[src/rtl/core/degenerate_dna_site_scanner_defines.svh]
// Assertion macros for the degenerate DNA site scanner.
// Used by the top level; expects clk_i and rst_ni in scope.
`ifndef DEGENERATE_DNA_SITE_SCANNER_DEFINES_SVH
`define DEGENERATE_DNA_SITE_SCANNER_DEFINES_SVH
`ifndef SYNTH
`define DDS_ASSERT_IMP(lbl, ante, cons, msg) \
  lbl: assert property (@(posedge clk_i) disable iff (!rst_ni) (ante) |-> (cons)) \
    else $error(msg);
`define DDS_ASSERT_NXT(lbl, ante, cons, msg) \
  lbl: assert property (@(posedge clk_i) disable iff (!rst_ni) (ante) |=> (cons)) \
    else $error(msg);
`else
`define DDS_ASSERT_IMP(lbl, ante, cons, msg)
`define DDS_ASSERT_NXT(lbl, ante, cons, msg)
`endif
`endif

[src/rtl/core/dds_pkg.sv]
// Shared types and constants of the degenerate DNA site scanner.
// No dependencies.
`default_nettype none
package dds_pkg;
  localparam int unsigned PATTERN_MAX_DEF   = 16;
  localparam int unsigned POSITION_BITS_DEF = 32;
  localparam int unsigned BASE_W            = 2;
  localparam int unsigned MASK_W            = 4;
  localparam int unsigned MASKS_W           = 64;
  localparam int unsigned LEN_W             = 5;
  localparam int unsigned OUT_W             = 32;
  localparam int unsigned CFG_IDX_W         = 1;
  localparam int unsigned CFG_DATA_W        = 64;
  localparam int unsigned QUEUE_DEPTH       = 2;

  typedef enum logic [CFG_IDX_W-1:0] {
    CFG_PATTERN_LENGTH = 1'b0,
    CFG_PATTERN_MASKS  = 1'b1
  } cfg_idx_e;

  typedef struct packed {
    logic             hit;
    logic [OUT_W-1:0] site_start;
  } match_t;

  typedef struct packed {
    logic full;
    logic empty;
  } queue_status_t;
endpackage
`default_nettype wire

[src/rtl/core/dds_if.sv]
// Request channels of the site scanner: base input and match result.
// Depends on dds_pkg.
`default_nettype none
interface dds_in_if;
  logic                         valid;
  logic                         ready;
  logic [dds_pkg::BASE_W-1:0]   base;
  logic                         restart;
  modport source (output valid, output base, output restart, input ready);
  modport sink (input valid, input base, input restart, output ready);
endinterface

interface dds_out_if;
  logic                         valid;
  logic                         ready;
  logic                         hit;
  logic [dds_pkg::OUT_W-1:0]    site_start;
  logic [dds_pkg::OUT_W-1:0]    hit_index;
  modport source (output valid, output hit, output site_start, output hit_index, input ready);
  modport sink (input valid, input hit, input site_start, input hit_index, output ready);
endinterface
`default_nettype wire

[src/rtl/core/dds_front.sv]
// Front end: config registers, base window, position counter, pattern compare.
// Depends on dds_pkg and dds_if.
`default_nettype none
module dds_front #(
  parameter int unsigned PATTERN_MAX   = dds_pkg::PATTERN_MAX_DEF,
  parameter int unsigned POSITION_BITS = dds_pkg::POSITION_BITS_DEF
) (
  input  wire logic                           clk_i,
  input  wire logic                           rst_ni,
  input  wire logic                           cfg_we_i,
  input  wire logic [dds_pkg::CFG_IDX_W-1:0]  cfg_idx_i,
  input  wire logic [dds_pkg::CFG_DATA_W-1:0] cfg_data_i,
  dds_in_if.sink                              in_i,
  input  wire logic                           full_i,
  output logic                                push_o,
  output dds_pkg::match_t                     push_data_o
);
  localparam int unsigned LEN_W  = dds_pkg::LEN_W;
  localparam int unsigned FILL_W = $clog2(PATTERN_MAX + 1);
  localparam int unsigned IDX_W  = (PATTERN_MAX > 1) ? $clog2(PATTERN_MAX) : 1;
  localparam int unsigned SW     = (POSITION_BITS > dds_pkg::OUT_W) ? POSITION_BITS
                                                                    : dds_pkg::OUT_W;

  logic [LEN_W-1:0]               len_q;
  logic [dds_pkg::MASKS_W-1:0]    masks_q;
  logic [dds_pkg::BASE_W-1:0]     win_q [PATTERN_MAX];
  logic [dds_pkg::BASE_W-1:0]     win_d [PATTERN_MAX];
  logic [FILL_W-1:0]              fill_q, fill_d;
  logic [POSITION_BITS-1:0]       pos_q, pos_cur, start_pos;
  logic [SW-1:0]                  start_ext;
  logic [LEN_W-1:0]               len_eff;
  logic                           match;

  assign in_i.ready = !full_i;
  assign push_o     = in_i.valid && !full_i;

  always_comb begin
    priority if (len_q == '0) begin
      len_eff = LEN_W'(1);
    end else if (len_q > LEN_W'(PATTERN_MAX)) begin
      len_eff = LEN_W'(PATTERN_MAX);
    end else begin
      len_eff = len_q;
    end
  end

  always_comb begin
    win_d[0] = in_i.base;
    for (int j = 1; j < PATTERN_MAX; j++) begin
      win_d[j] = in_i.restart ? '0 : win_q[j-1];
    end
    if (in_i.restart) begin
      fill_d = FILL_W'(1);
    end else if (fill_q < FILL_W'(PATTERN_MAX)) begin
      fill_d = fill_q + FILL_W'(1);
    end else begin
      fill_d = fill_q;
    end
  end

  // pattern position i lines up with the base len-1-i steps back
  always_comb begin
    logic [LEN_W-1:0]           k;
    logic [dds_pkg::MASK_W-1:0] nib;
    match = (LEN_W'(fill_d) >= len_eff);
    for (int i = 0; i < PATTERN_MAX; i++) begin
      k   = len_eff - LEN_W'(1) - LEN_W'(i);
      nib = masks_q[i*dds_pkg::MASK_W +: dds_pkg::MASK_W];
      if ((LEN_W'(i) < len_eff) && !nib[win_d[k[IDX_W-1:0]]]) begin
        match = 1'b0;
      end
    end
  end

  assign pos_cur   = in_i.restart ? '0 : pos_q;
  assign start_pos = pos_cur - POSITION_BITS'(len_eff - LEN_W'(1));
  assign start_ext = SW'(start_pos);

  assign push_data_o.hit        = match;
  assign push_data_o.site_start = match ? start_ext[dds_pkg::OUT_W-1:0] : '0;

  always_ff @(posedge clk_i or negedge rst_ni) begin
    if (!rst_ni) begin
      len_q   <= LEN_W'(1);
      masks_q <= '0;
    end else if (cfg_we_i) begin
      unique case (dds_pkg::cfg_idx_e'(cfg_idx_i))
        dds_pkg::CFG_PATTERN_LENGTH: len_q   <= cfg_data_i[LEN_W-1:0];
        dds_pkg::CFG_PATTERN_MASKS:  masks_q <= cfg_data_i[dds_pkg::MASKS_W-1:0];
      endcase
    end
  end

  always_ff @(posedge clk_i or negedge rst_ni) begin
    if (!rst_ni) begin
      fill_q <= '0;
      pos_q  <= '0;
      for (int j = 0; j < PATTERN_MAX; j++) begin
        win_q[j] <= '0;
      end
    end else if (push_o) begin
      fill_q <= fill_d;
      pos_q  <= pos_cur + POSITION_BITS'(1);
      for (int j = 0; j < PATTERN_MAX; j++) begin
        win_q[j] <= win_d[j];
      end
    end
  end
endmodule
`default_nettype wire

[src/rtl/core/dds_queue.sv]
// Short queue between front and back end of the site scanner.
// Depends on dds_pkg.
`default_nettype none
module dds_queue (
  input  wire logic              clk_i,
  input  wire logic              rst_ni,
  input  wire logic              push_i,
  input  dds_pkg::match_t        push_data_i,
  input  wire logic              pop_i,
  output dds_pkg::match_t        pop_data_o,
  output dds_pkg::queue_status_t status_o
);
  localparam int unsigned DEPTH = dds_pkg::QUEUE_DEPTH;
  localparam int unsigned PTR_W = $clog2(DEPTH);
  localparam int unsigned CNT_W = $clog2(DEPTH + 1);

  dds_pkg::match_t  mem_q [DEPTH];
  logic [PTR_W-1:0] wr_ptr_q, rd_ptr_q;
  logic [CNT_W-1:0] cnt_q;

  assign status_o.full  = (cnt_q == CNT_W'(DEPTH));
  assign status_o.empty = (cnt_q == '0);
  assign pop_data_o     = mem_q[rd_ptr_q];

  always_ff @(posedge clk_i) begin
    if (push_i) begin
      mem_q[wr_ptr_q] <= push_data_i;
    end
  end

  // depth is a power of two, pointers wrap naturally
  always_ff @(posedge clk_i or negedge rst_ni) begin
    if (!rst_ni) begin
      wr_ptr_q <= '0;
      rd_ptr_q <= '0;
      cnt_q    <= '0;
    end else begin
      if (push_i) begin
        wr_ptr_q <= wr_ptr_q + PTR_W'(1);
      end
      if (pop_i) begin
        rd_ptr_q <= rd_ptr_q + PTR_W'(1);
      end
      unique case ({push_i, pop_i})
        2'b10:   cnt_q <= cnt_q + CNT_W'(1);
        2'b01:   cnt_q <= cnt_q - CNT_W'(1);
        default: cnt_q <= cnt_q;
      endcase
    end
  end
endmodule
`default_nettype wire

[src/rtl/core/dds_back.sv]
// Back end: match numbering and output register of the site scanner.
// Depends on dds_pkg and dds_if.
`default_nettype none
module dds_back (
  input  wire logic              clk_i,
  input  wire logic              rst_ni,
  input  dds_pkg::queue_status_t status_i,
  input  dds_pkg::match_t        pop_data_i,
  output logic                   pop_o,
  dds_out_if.source              out_o
);
  localparam int unsigned OUT_W = dds_pkg::OUT_W;

  logic             valid_q;
  logic             hit_q;
  logic [OUT_W-1:0] start_q, index_q, count_q;

  assign pop_o = !status_i.empty && (!valid_q || out_o.ready);

  assign out_o.valid      = valid_q;
  assign out_o.hit        = hit_q;
  assign out_o.site_start = start_q;
  assign out_o.hit_index  = index_q;

  always_ff @(posedge clk_i or negedge rst_ni) begin
    if (!rst_ni) begin
      valid_q <= 1'b0;
      count_q <= '0;
    end else begin
      if (pop_o) begin
        valid_q <= 1'b1;
      end else if (out_o.ready) begin
        valid_q <= 1'b0;
      end
      if (pop_o && pop_data_i.hit) begin
        count_q <= count_q + OUT_W'(1);
      end
    end
  end

  always_ff @(posedge clk_i) begin
    if (pop_o) begin
      hit_q   <= pop_data_i.hit;
      start_q <= pop_data_i.site_start;
      index_q <= pop_data_i.hit ? count_q : '0;
    end
  end
endmodule
`default_nettype wire

[src/rtl/core/degenerate_dna_site_scanner.sv]
// Path: the result of an accepted base is written into the queue, then popped into the output register on out_o.
// Throughput: one base per cycle; the output register and two-entry queue
// absorb output stalls, the input stalls only once the queue is full.
// Reset: window, fill count, position and match count cleared; pattern length 1,
// all masks zero (nothing matches until configured).
`default_nettype none
`include "degenerate_dna_site_scanner_defines.svh"
module degenerate_dna_site_scanner #(
  parameter int unsigned PATTERN_MAX   = dds_pkg::PATTERN_MAX_DEF,
  parameter int unsigned POSITION_BITS = dds_pkg::POSITION_BITS_DEF
) (
  input  wire logic                           clk_i,
  input  wire logic                           rst_ni,
  input  wire logic                           cfg_we_i,
  input  wire logic [dds_pkg::CFG_IDX_W-1:0]  cfg_idx_i,
  input  wire logic [dds_pkg::CFG_DATA_W-1:0] cfg_data_i,
  dds_in_if.sink                              in_i,
  dds_out_if.source                           out_o
);
  logic                   push, pop;
  dds_pkg::match_t        push_data, pop_data;
  dds_pkg::queue_status_t q_st;

  dds_front #(
    .PATTERN_MAX   (PATTERN_MAX),
    .POSITION_BITS (POSITION_BITS)
  ) u_front (
    .clk_i       (clk_i),
    .rst_ni      (rst_ni),
    .cfg_we_i    (cfg_we_i),
    .cfg_idx_i   (cfg_idx_i),
    .cfg_data_i  (cfg_data_i),
    .in_i        (in_i),
    .full_i      (q_st.full),
    .push_o      (push),
    .push_data_o (push_data)
  );

  dds_queue u_queue (
    .clk_i       (clk_i),
    .rst_ni      (rst_ni),
    .push_i      (push),
    .push_data_i (push_data),
    .pop_i       (pop),
    .pop_data_o  (pop_data),
    .status_o    (q_st)
  );

  dds_back u_back (
    .clk_i      (clk_i),
    .rst_ni     (rst_ni),
    .status_i   (q_st),
    .pop_data_i (pop_data),
    .pop_o      (pop),
    .out_o      (out_o)
  );

  `DDS_ASSERT_IMP(a_no_push_full, in_i.valid && in_i.ready, !q_st.full, "request taken while queue full")
  `DDS_ASSERT_IMP(a_no_pop_empty, pop, !q_st.empty, "pop from empty queue")
  `DDS_ASSERT_IMP(a_miss_zero, out_o.valid && !out_o.hit, (out_o.site_start == '0) && (out_o.hit_index == '0), "miss with nonzero fields")
  `DDS_ASSERT_NXT(a_drain, !q_st.empty && (!out_o.valid || out_o.ready), out_o.valid, "queued result not presented")
endmodule
`default_nettype wire
[src/flat_wrapper.sv]
// flat-port wrapper written by rule: the top's interface ports become plain ports
module degenerate_dna_site_scanner_flat 
#(
  parameter int unsigned PATTERN_MAX   = dds_pkg::PATTERN_MAX_DEF,
  parameter int unsigned POSITION_BITS = dds_pkg::POSITION_BITS_DEF
)
  (clk_i, rst_ni, cfg_we_i, cfg_idx_i, cfg_data_i, in_i_valid, in_i_base, in_i_restart, in_i_ready, out_o_valid, out_o_hit, out_o_site_start, out_o_hit_index, out_o_ready);
  dds_in_if in_i_i ();
  dds_out_if out_o_i ();
  input  wire logic clk_i;
  input  wire logic rst_ni;
  input  wire logic cfg_we_i;
  input  wire logic [dds_pkg::CFG_IDX_W-1:0] cfg_idx_i;
  input  wire logic [dds_pkg::CFG_DATA_W-1:0] cfg_data_i;
  input wire logic [$bits(in_i_i.valid)-1:0] in_i_valid;
  input wire logic [$bits(in_i_i.base)-1:0] in_i_base;
  input wire logic [$bits(in_i_i.restart)-1:0] in_i_restart;
  output wire logic [$bits(in_i_i.ready)-1:0] in_i_ready;
  output wire logic [$bits(out_o_i.valid)-1:0] out_o_valid;
  output wire logic [$bits(out_o_i.hit)-1:0] out_o_hit;
  output wire logic [$bits(out_o_i.site_start)-1:0] out_o_site_start;
  output wire logic [$bits(out_o_i.hit_index)-1:0] out_o_hit_index;
  input wire logic [$bits(out_o_i.ready)-1:0] out_o_ready;
  assign in_i_i.valid = in_i_valid;
  assign in_i_i.base = in_i_base;
  assign in_i_i.restart = in_i_restart;
  assign in_i_ready = in_i_i.ready;
  assign out_o_valid = out_o_i.valid;
  assign out_o_hit = out_o_i.hit;
  assign out_o_site_start = out_o_i.site_start;
  assign out_o_hit_index = out_o_i.hit_index;
  assign out_o_i.ready = out_o_ready;
  degenerate_dna_site_scanner #(.PATTERN_MAX(PATTERN_MAX), .POSITION_BITS(POSITION_BITS)) u_core (.clk_i(clk_i), .rst_ni(rst_ni), .cfg_we_i(cfg_we_i), .cfg_idx_i(cfg_idx_i), .cfg_data_i(cfg_data_i), .in_i(in_i_i), .out_o(out_o_i));
endmodule
[config.mk]
export PLATFORM = sky130hd
export DESIGN_NAME = degenerate_dna_site_scanner_flat
export DESIGN_NICKNAME = d
export VERILOG_FILES = /design/src/rtl/core/dds_pkg.sv /design/src/rtl/core/dds_if.sv /design/src/rtl/core/dds_front.sv /design/src/rtl/core/dds_queue.sv /design/src/rtl/core/dds_back.sv /design/src/rtl/core/degenerate_dna_site_scanner.sv /design/src/flat_wrapper.sv
export VERILOG_INCLUDE_DIRS = /design/src /design/src/rtl/core
export SDC_FILE = /design/constraint.sdc
export NUM_CORES = 1
export LEC_CHECK = 0
export ABC_AREA = 1
export BUFFER_PORTS_ARGS = -buffer_cell sky130_fd_sc_hd__buf_2
export CAP_MARGIN = 20
export CELL_PAD_IN_SITES_DETAIL_PLACEMENT = 1
export CELL_PAD_IN_SITES_GLOBAL_PLACEMENT = 1
export CORE_UTILIZATION = 45
export CTS_CLUSTER_DIAMETER = 80
export CTS_CLUSTER_SIZE = 16
export DETAILED_ROUTE_END_ITERATION = 10
export PLACE_DENSITY = 0.9
export SETUP_SLACK_MARGIN = 0.5
export SLEW_MARGIN = 20
export SYNTH_ARGS = -nofsm -noshare
export SYNTH_HDL_FRONTEND = slang
export SYNTH_HIERARCHICAL = 1
export SYNTH_SLANG_ARGS = --single-unit
export TNS_END_PERCENT = 5
[constraint.sdc]
create_clock -name clk_i -period 5.3 [get_ports clk_i]
set_clock_uncertainty 0.15 [all_clocks]
set_input_delay 1.06 -clock clk_i [delete_from_list [all_inputs] [get_ports clk_i]]
set_output_delay 1.06 -clock clk_i [all_outputs]
set_load 0.02 [all_outputs]
# Yosys cells after proc, flatten, opt, wreduce, memory -nomap -nowiden
# Memories as Yosys holds them, arrays and structs flattened.
# Index checks and enable logic that the tools add are counted.
# totals
register_bits,238
latchBits,0
ramBits,66
rom_bits,0
inputBits,73
output_inout_bits,67
mem_count,1
# op_classes
add_sub_neg,25
n_mul,0
div_mod_pow,0
magnitude_cmp,51
n_eq_ne,3
shift,0
muxes,122
n_bitwise,17
n_reduce_logical,45
# memory_table
name,depth,width,rd,rd_clocked_by_memory_dff,write_ports,line_no,rtl
u_core.u_queue.mem_q,2,33,1,0,1,dds_queue.sv:17,dds_pkg::match_t mem_q [DEPTH];
# op_table
op,n
binary-select mux 2 bit (select 4 bit),16
two-way mux 2 bit,47
greater-or-equal comparator 5 bit (second input constant),16
inverter 4 -> 5 bit,16
adder 32 x 1 -> 32 bit (second input constant),2
two-way mux 32 bit,2
less-than comparator 2 x 3 -> 1 bit (second input constant),16
less-than comparator 4 x 5 -> 1 bit (first input constant),8
two-way mux 1 bit,36
binary-select mux 1 bit (select 2 bit),16
subtractor 32 bit,1
subtractor 4 bit (second input constant),8
less-than comparator 3 x 5 -> 1 bit (first input constant),4
two-way mux 5 bit,4
logical AND 1 bit,19
zero test 1 bit,19
subtractor 4 x 3 -> 4 bit (second input constant),4
less-than comparator 1 x 5 -> 1 bit (first input constant),2
less-than comparator 2 x 5 -> 1 bit (first input constant),2
subtractor 4 x 1 -> 4 bit (second input constant),2
subtractor 4 x 2 -> 4 bit (second input constant),2
subtractor 5 x 1 -> 6 bit (second input constant),1
adder 5 x 1 -> 5 bit (second input constant),1
greater-or-equal comparator 5 bit,1
other kinds (14),18

# Longest topological paths before layout
# logic_depth
depth_word,29
depth_mapped,27
mapped_depth_nobuf,23

# Cells and area by module
# Netlist, hierarchy kept.
# by_module_without_submodules
module,n_inst,cells_each,area_each_um2
dds_front,1,1617,11369.7
dds_back,1,369,4110.2
dds_queue,1,196,2655.0

# Worst setup path after synthesis
# No wires, ideal clock.
# synth_path
path_kind,input -> register
startpoint,input in_i_restart
endpoint,memory u_core/u_queue/mem_q[0][22] (netlist name) (data pin)
setup_ns,0.261
t_arrival_ns,3.957
required_time_ns,4.889
setup_slack_ns,0.932
stages,20
path_buffers,4
path_cell_list,buf_4 -> buf_2 -> buf_1 -> clkbuf_1 -> nor2_1 -> inv_1 -> ha_1 -> inv_1 -> fa_1 -> nand3_1 -> nand2_1 -> nand3_1 -> nand2_1 -> a21oi_1 -> inv_1 -> a21oi_1 -> inv_1 -> a21oi_1 -> xor2_1 -> nor3_2
# synth_lines
element,line_no,rtl
"start, declared",flat_wrapper.sv:17,input wire logic [$bits(in_i_i.restart)-1:0] in_i_restart;
"end, declared",dds_queue.sv:17,

==> reports/results.ini <==
[outcome]
status=finished clean

[setup_path]
arrival_ps=4880
criticalPathCategory=register to register
critPathMaxStageDelay_ps=480
startpoint_type=register
crit_chain=nor2_2 > nand2_1 > nand2_1 > nand2_1 > ha_1 > inv_1 > nand2_1 > nand2_8 > inv_4 > ha_2 > inv_1 > nand3_1 > nand3_1 > nand3_1 > nand2_1 > nand2_1 > nand3_1 > nand2_1 > nor2_1 > nand2_2 > buf_4 > nor3_2
critPathSlowestCell=dfrtp_1
crit_top_cell=nand2_1
critPathCaptureType=register
critPathMaxFanout=20
crit_required_ps=5520

[power_and_ir_drop]
power.density_mw_per_mm2=426
irDropWorstVdd_mv=0.318
p_leak_uw=0.00929

[run]
cap_viol_max_count=0

[synth]
syn_inst=2182
synth_edf_count=131
ys_types=51
async_reset_ff_share_pct=56.9
syn_avg_cell_area_um2=8.31
ys_ff_latch=304
synth-seq-area-share_pct=45.6
ys_warn_count=6
ys.flop_type=dfrtp_1
syn_area_mm2=0.0181

[global_route]
grt-ovfl-total=0
grt_pass1_wl_um=89700
grt_util_all_layers_pct=27.6
antenna_found_initial=1
grt_max_degree=88
grt_pass1_vias=16550

[placement]
placed_cells=2819
gp_congestion=0.973
port_buffers=139
hpwl_um=43300

[cts]
cts.sinks=304
numCtsBuffers=24
worstSkewPairLatency_ps=560
cts_buffer_depth=3
htree_levels=1
cts_tree=done
clk_pin_slew_ps=70
cts_root_buffer=clkbuf_16

[timing]
fin_setup_tns_ps=0
rsz0062_at_grt=false
fin_crit_ps=4660
finalSetupViolations=0
timing.hold.ws_ps=341
final_hold_viol_count=0
timing.fmax_mhz=214
fin_crit_sh_pct=88.0
maxSlewHeadroom_pct=38.5
finalMaxSlewViolations=0
worst_slew_pin_slew_ps=923

[cells_and_area]
nets=2446
final_cells=2870
final_cell_mix=nand2_1 (514), nand3_1 (358), inv_1 (262)
final_common_cell=nand2_1
fillers=4840
multi_input_comb_area_mm2=0.00856
regArea_mm2=0.00827
area_growth_pct=11.1
drive_gt1_share_pct=15.2

[drt]
wl_um=56100
drt_iter0_drc=1202
avgRoutedWirePerCell_um=19.5
drc=0
viasPerCell=5.52
via_count=15835
antenna_left=0
drt-pass1-iter-count=5

[floorplan]
row_count=73
core_mm2=0.0397
die_area_mm2=0.0411
die_h_um=203
ios=140
dieWidth_um=203
initial_core_util_pct=45.6

[hold_path]
hp-class=register to register

[timing repair]
item                                   in CTS  in global routing
hold buffers                                0                  0
gates resized for setup                     0                 10
endpoints found under the hold margin       0                  0
setup endpoints to repair                   0                 66
setup buffers                               0                  4
[layout make-up]
| class | instances | area share (%) |
|---|---|---|
| tap | 525 | 3.26 |
| timing repair buffer | 166 | 4.53 |
| clock inverter | 5 | 0.261 |
| multi-input combinational | 1552 | 42.5 |
| antenna | 3 | 0.0373 |
| clock buffer | 39 | 3.26 |
| sequential | 304 | 41.0 |
| inverter | 276 | 5.17 |
[cell usage after synthesis (15+ instances only)]
cell type,number,area share [%]
nand2_1,515,11
nor3_2,34,1.9
clkbuf_1,34,0.70
dfrtp_1,172,24
xnor2_1,39,1.9
nor2_2,18,0.62
mux2_2,56,3.5
xor2_1,42,2.0
nand3_1,358,9.9
nor2_1,119,2.5
o21ai_0,113,3.1
edfxtp_1,131,22
buf_2,19,0.52
a21oi_1,51,1.4
nor3_1,15,0.41
inv_1,265,5.5
ha_1,48,3.3
nand3b_1,24,0.99
nand4_1,22,0.76
[routing by layer]
layer	vias to the layer above	share of wire, %	track usage, %
li1	7451	-	-
met1	7826	43	36.9
met2	461	49	47.7
met3	97	5.4	2.71
met4	0	2.6	7.22
met5	-	0	0
[cells by family (layout without fill, tap and decap cells)]
| group | after synthesis | count (layout) | share of synthesized area, % |
|---|---|---|---|
| compound gates | 197 | 197 | 5.80 |
| buf+inv | 351 | 486 | 7.98 |
| flops | 304 | 304 | 45.6 |
| mux | 56 | 56 | 3.48 |
| simple gates | 1136 | 1136 | 29.2 |
| fa+ha+maj | 49 | 49 | 3.42 |
| xor+xnor | 88 | 88 | 4.54 |
| other cells | 1 | 29 | 0.0207 |
[final timing paths]
check                                         startpoint                          end  slack, ps  cells after the start
worst max-delay path             u_core/u_front/len_q[2]  u_core/u_queue/mem_q[1][12]        640                     22
worst min-delay path            u_core/u_front/win_q[29]     u_core/u_front/win_q[29]        340                      2
worst max register to register   u_core/u_front/len_q[2]  u_core/u_queue/mem_q[1][12]        640                     22
worst min register to register  u_core/u_front/win_q[29]     u_core/u_front/win_q[29]        340                      2
max in group asynchronous                         rst_ni   u_core/u_front/masks_q[45]       3340                      2
min in group asynchronous                         rst_ni      u_core/u_front/pos_q[8]        430                      1
[registers in the layout, indices dropped and copies added (netlist names)]
signal	count
u_core/u_queue/cnt_q	2
u_core/u_back/out_o.site_start	32
u_core/u_back/out_o.valid	1
u_core/u_front/pos_q	32
u_core/u_front/masks_q	64
u_core/u_queue/wr_ptr_q	1
u_core/u_back/out_o.hit_index	32
u_core/u_queue/mem_q	66
u_core/u_queue/rd_ptr_q	1
u_core/u_front/fill_q	5
u_core/u_back/count_q	32
u_core/u_front/len_q	5
u_core/u_back/out_o.hit	1
u_core/u_front/win_q	30
[worst max-delay path: cells and delay by family (launching register included)]
family	cells	cell delay [ps]
DFF	1	480
adders and majority gates	2	620
and+or+nand+nor	16	2480
buffers and inverters	4	720
[power by group]
group,total [uW],internal (uW),switching [uW]
logic,3510,1010,2510
clock network,1740,865,872
registers,3330,3090,235
[metrics by stage]
step                util (%)  setup WS (ps)  instance area, um^2  total power [uW]
floorplan                  -            932                18200              5690
detailed placement      48.7            583                19400              6800
finish                  50.7            636                20200              8580
global placement        48.7            651                19400              6600
global route            50.7            505                20100              9050
CTS                     50.5            535                20100              8560
(Power assumes the default switching activity.)
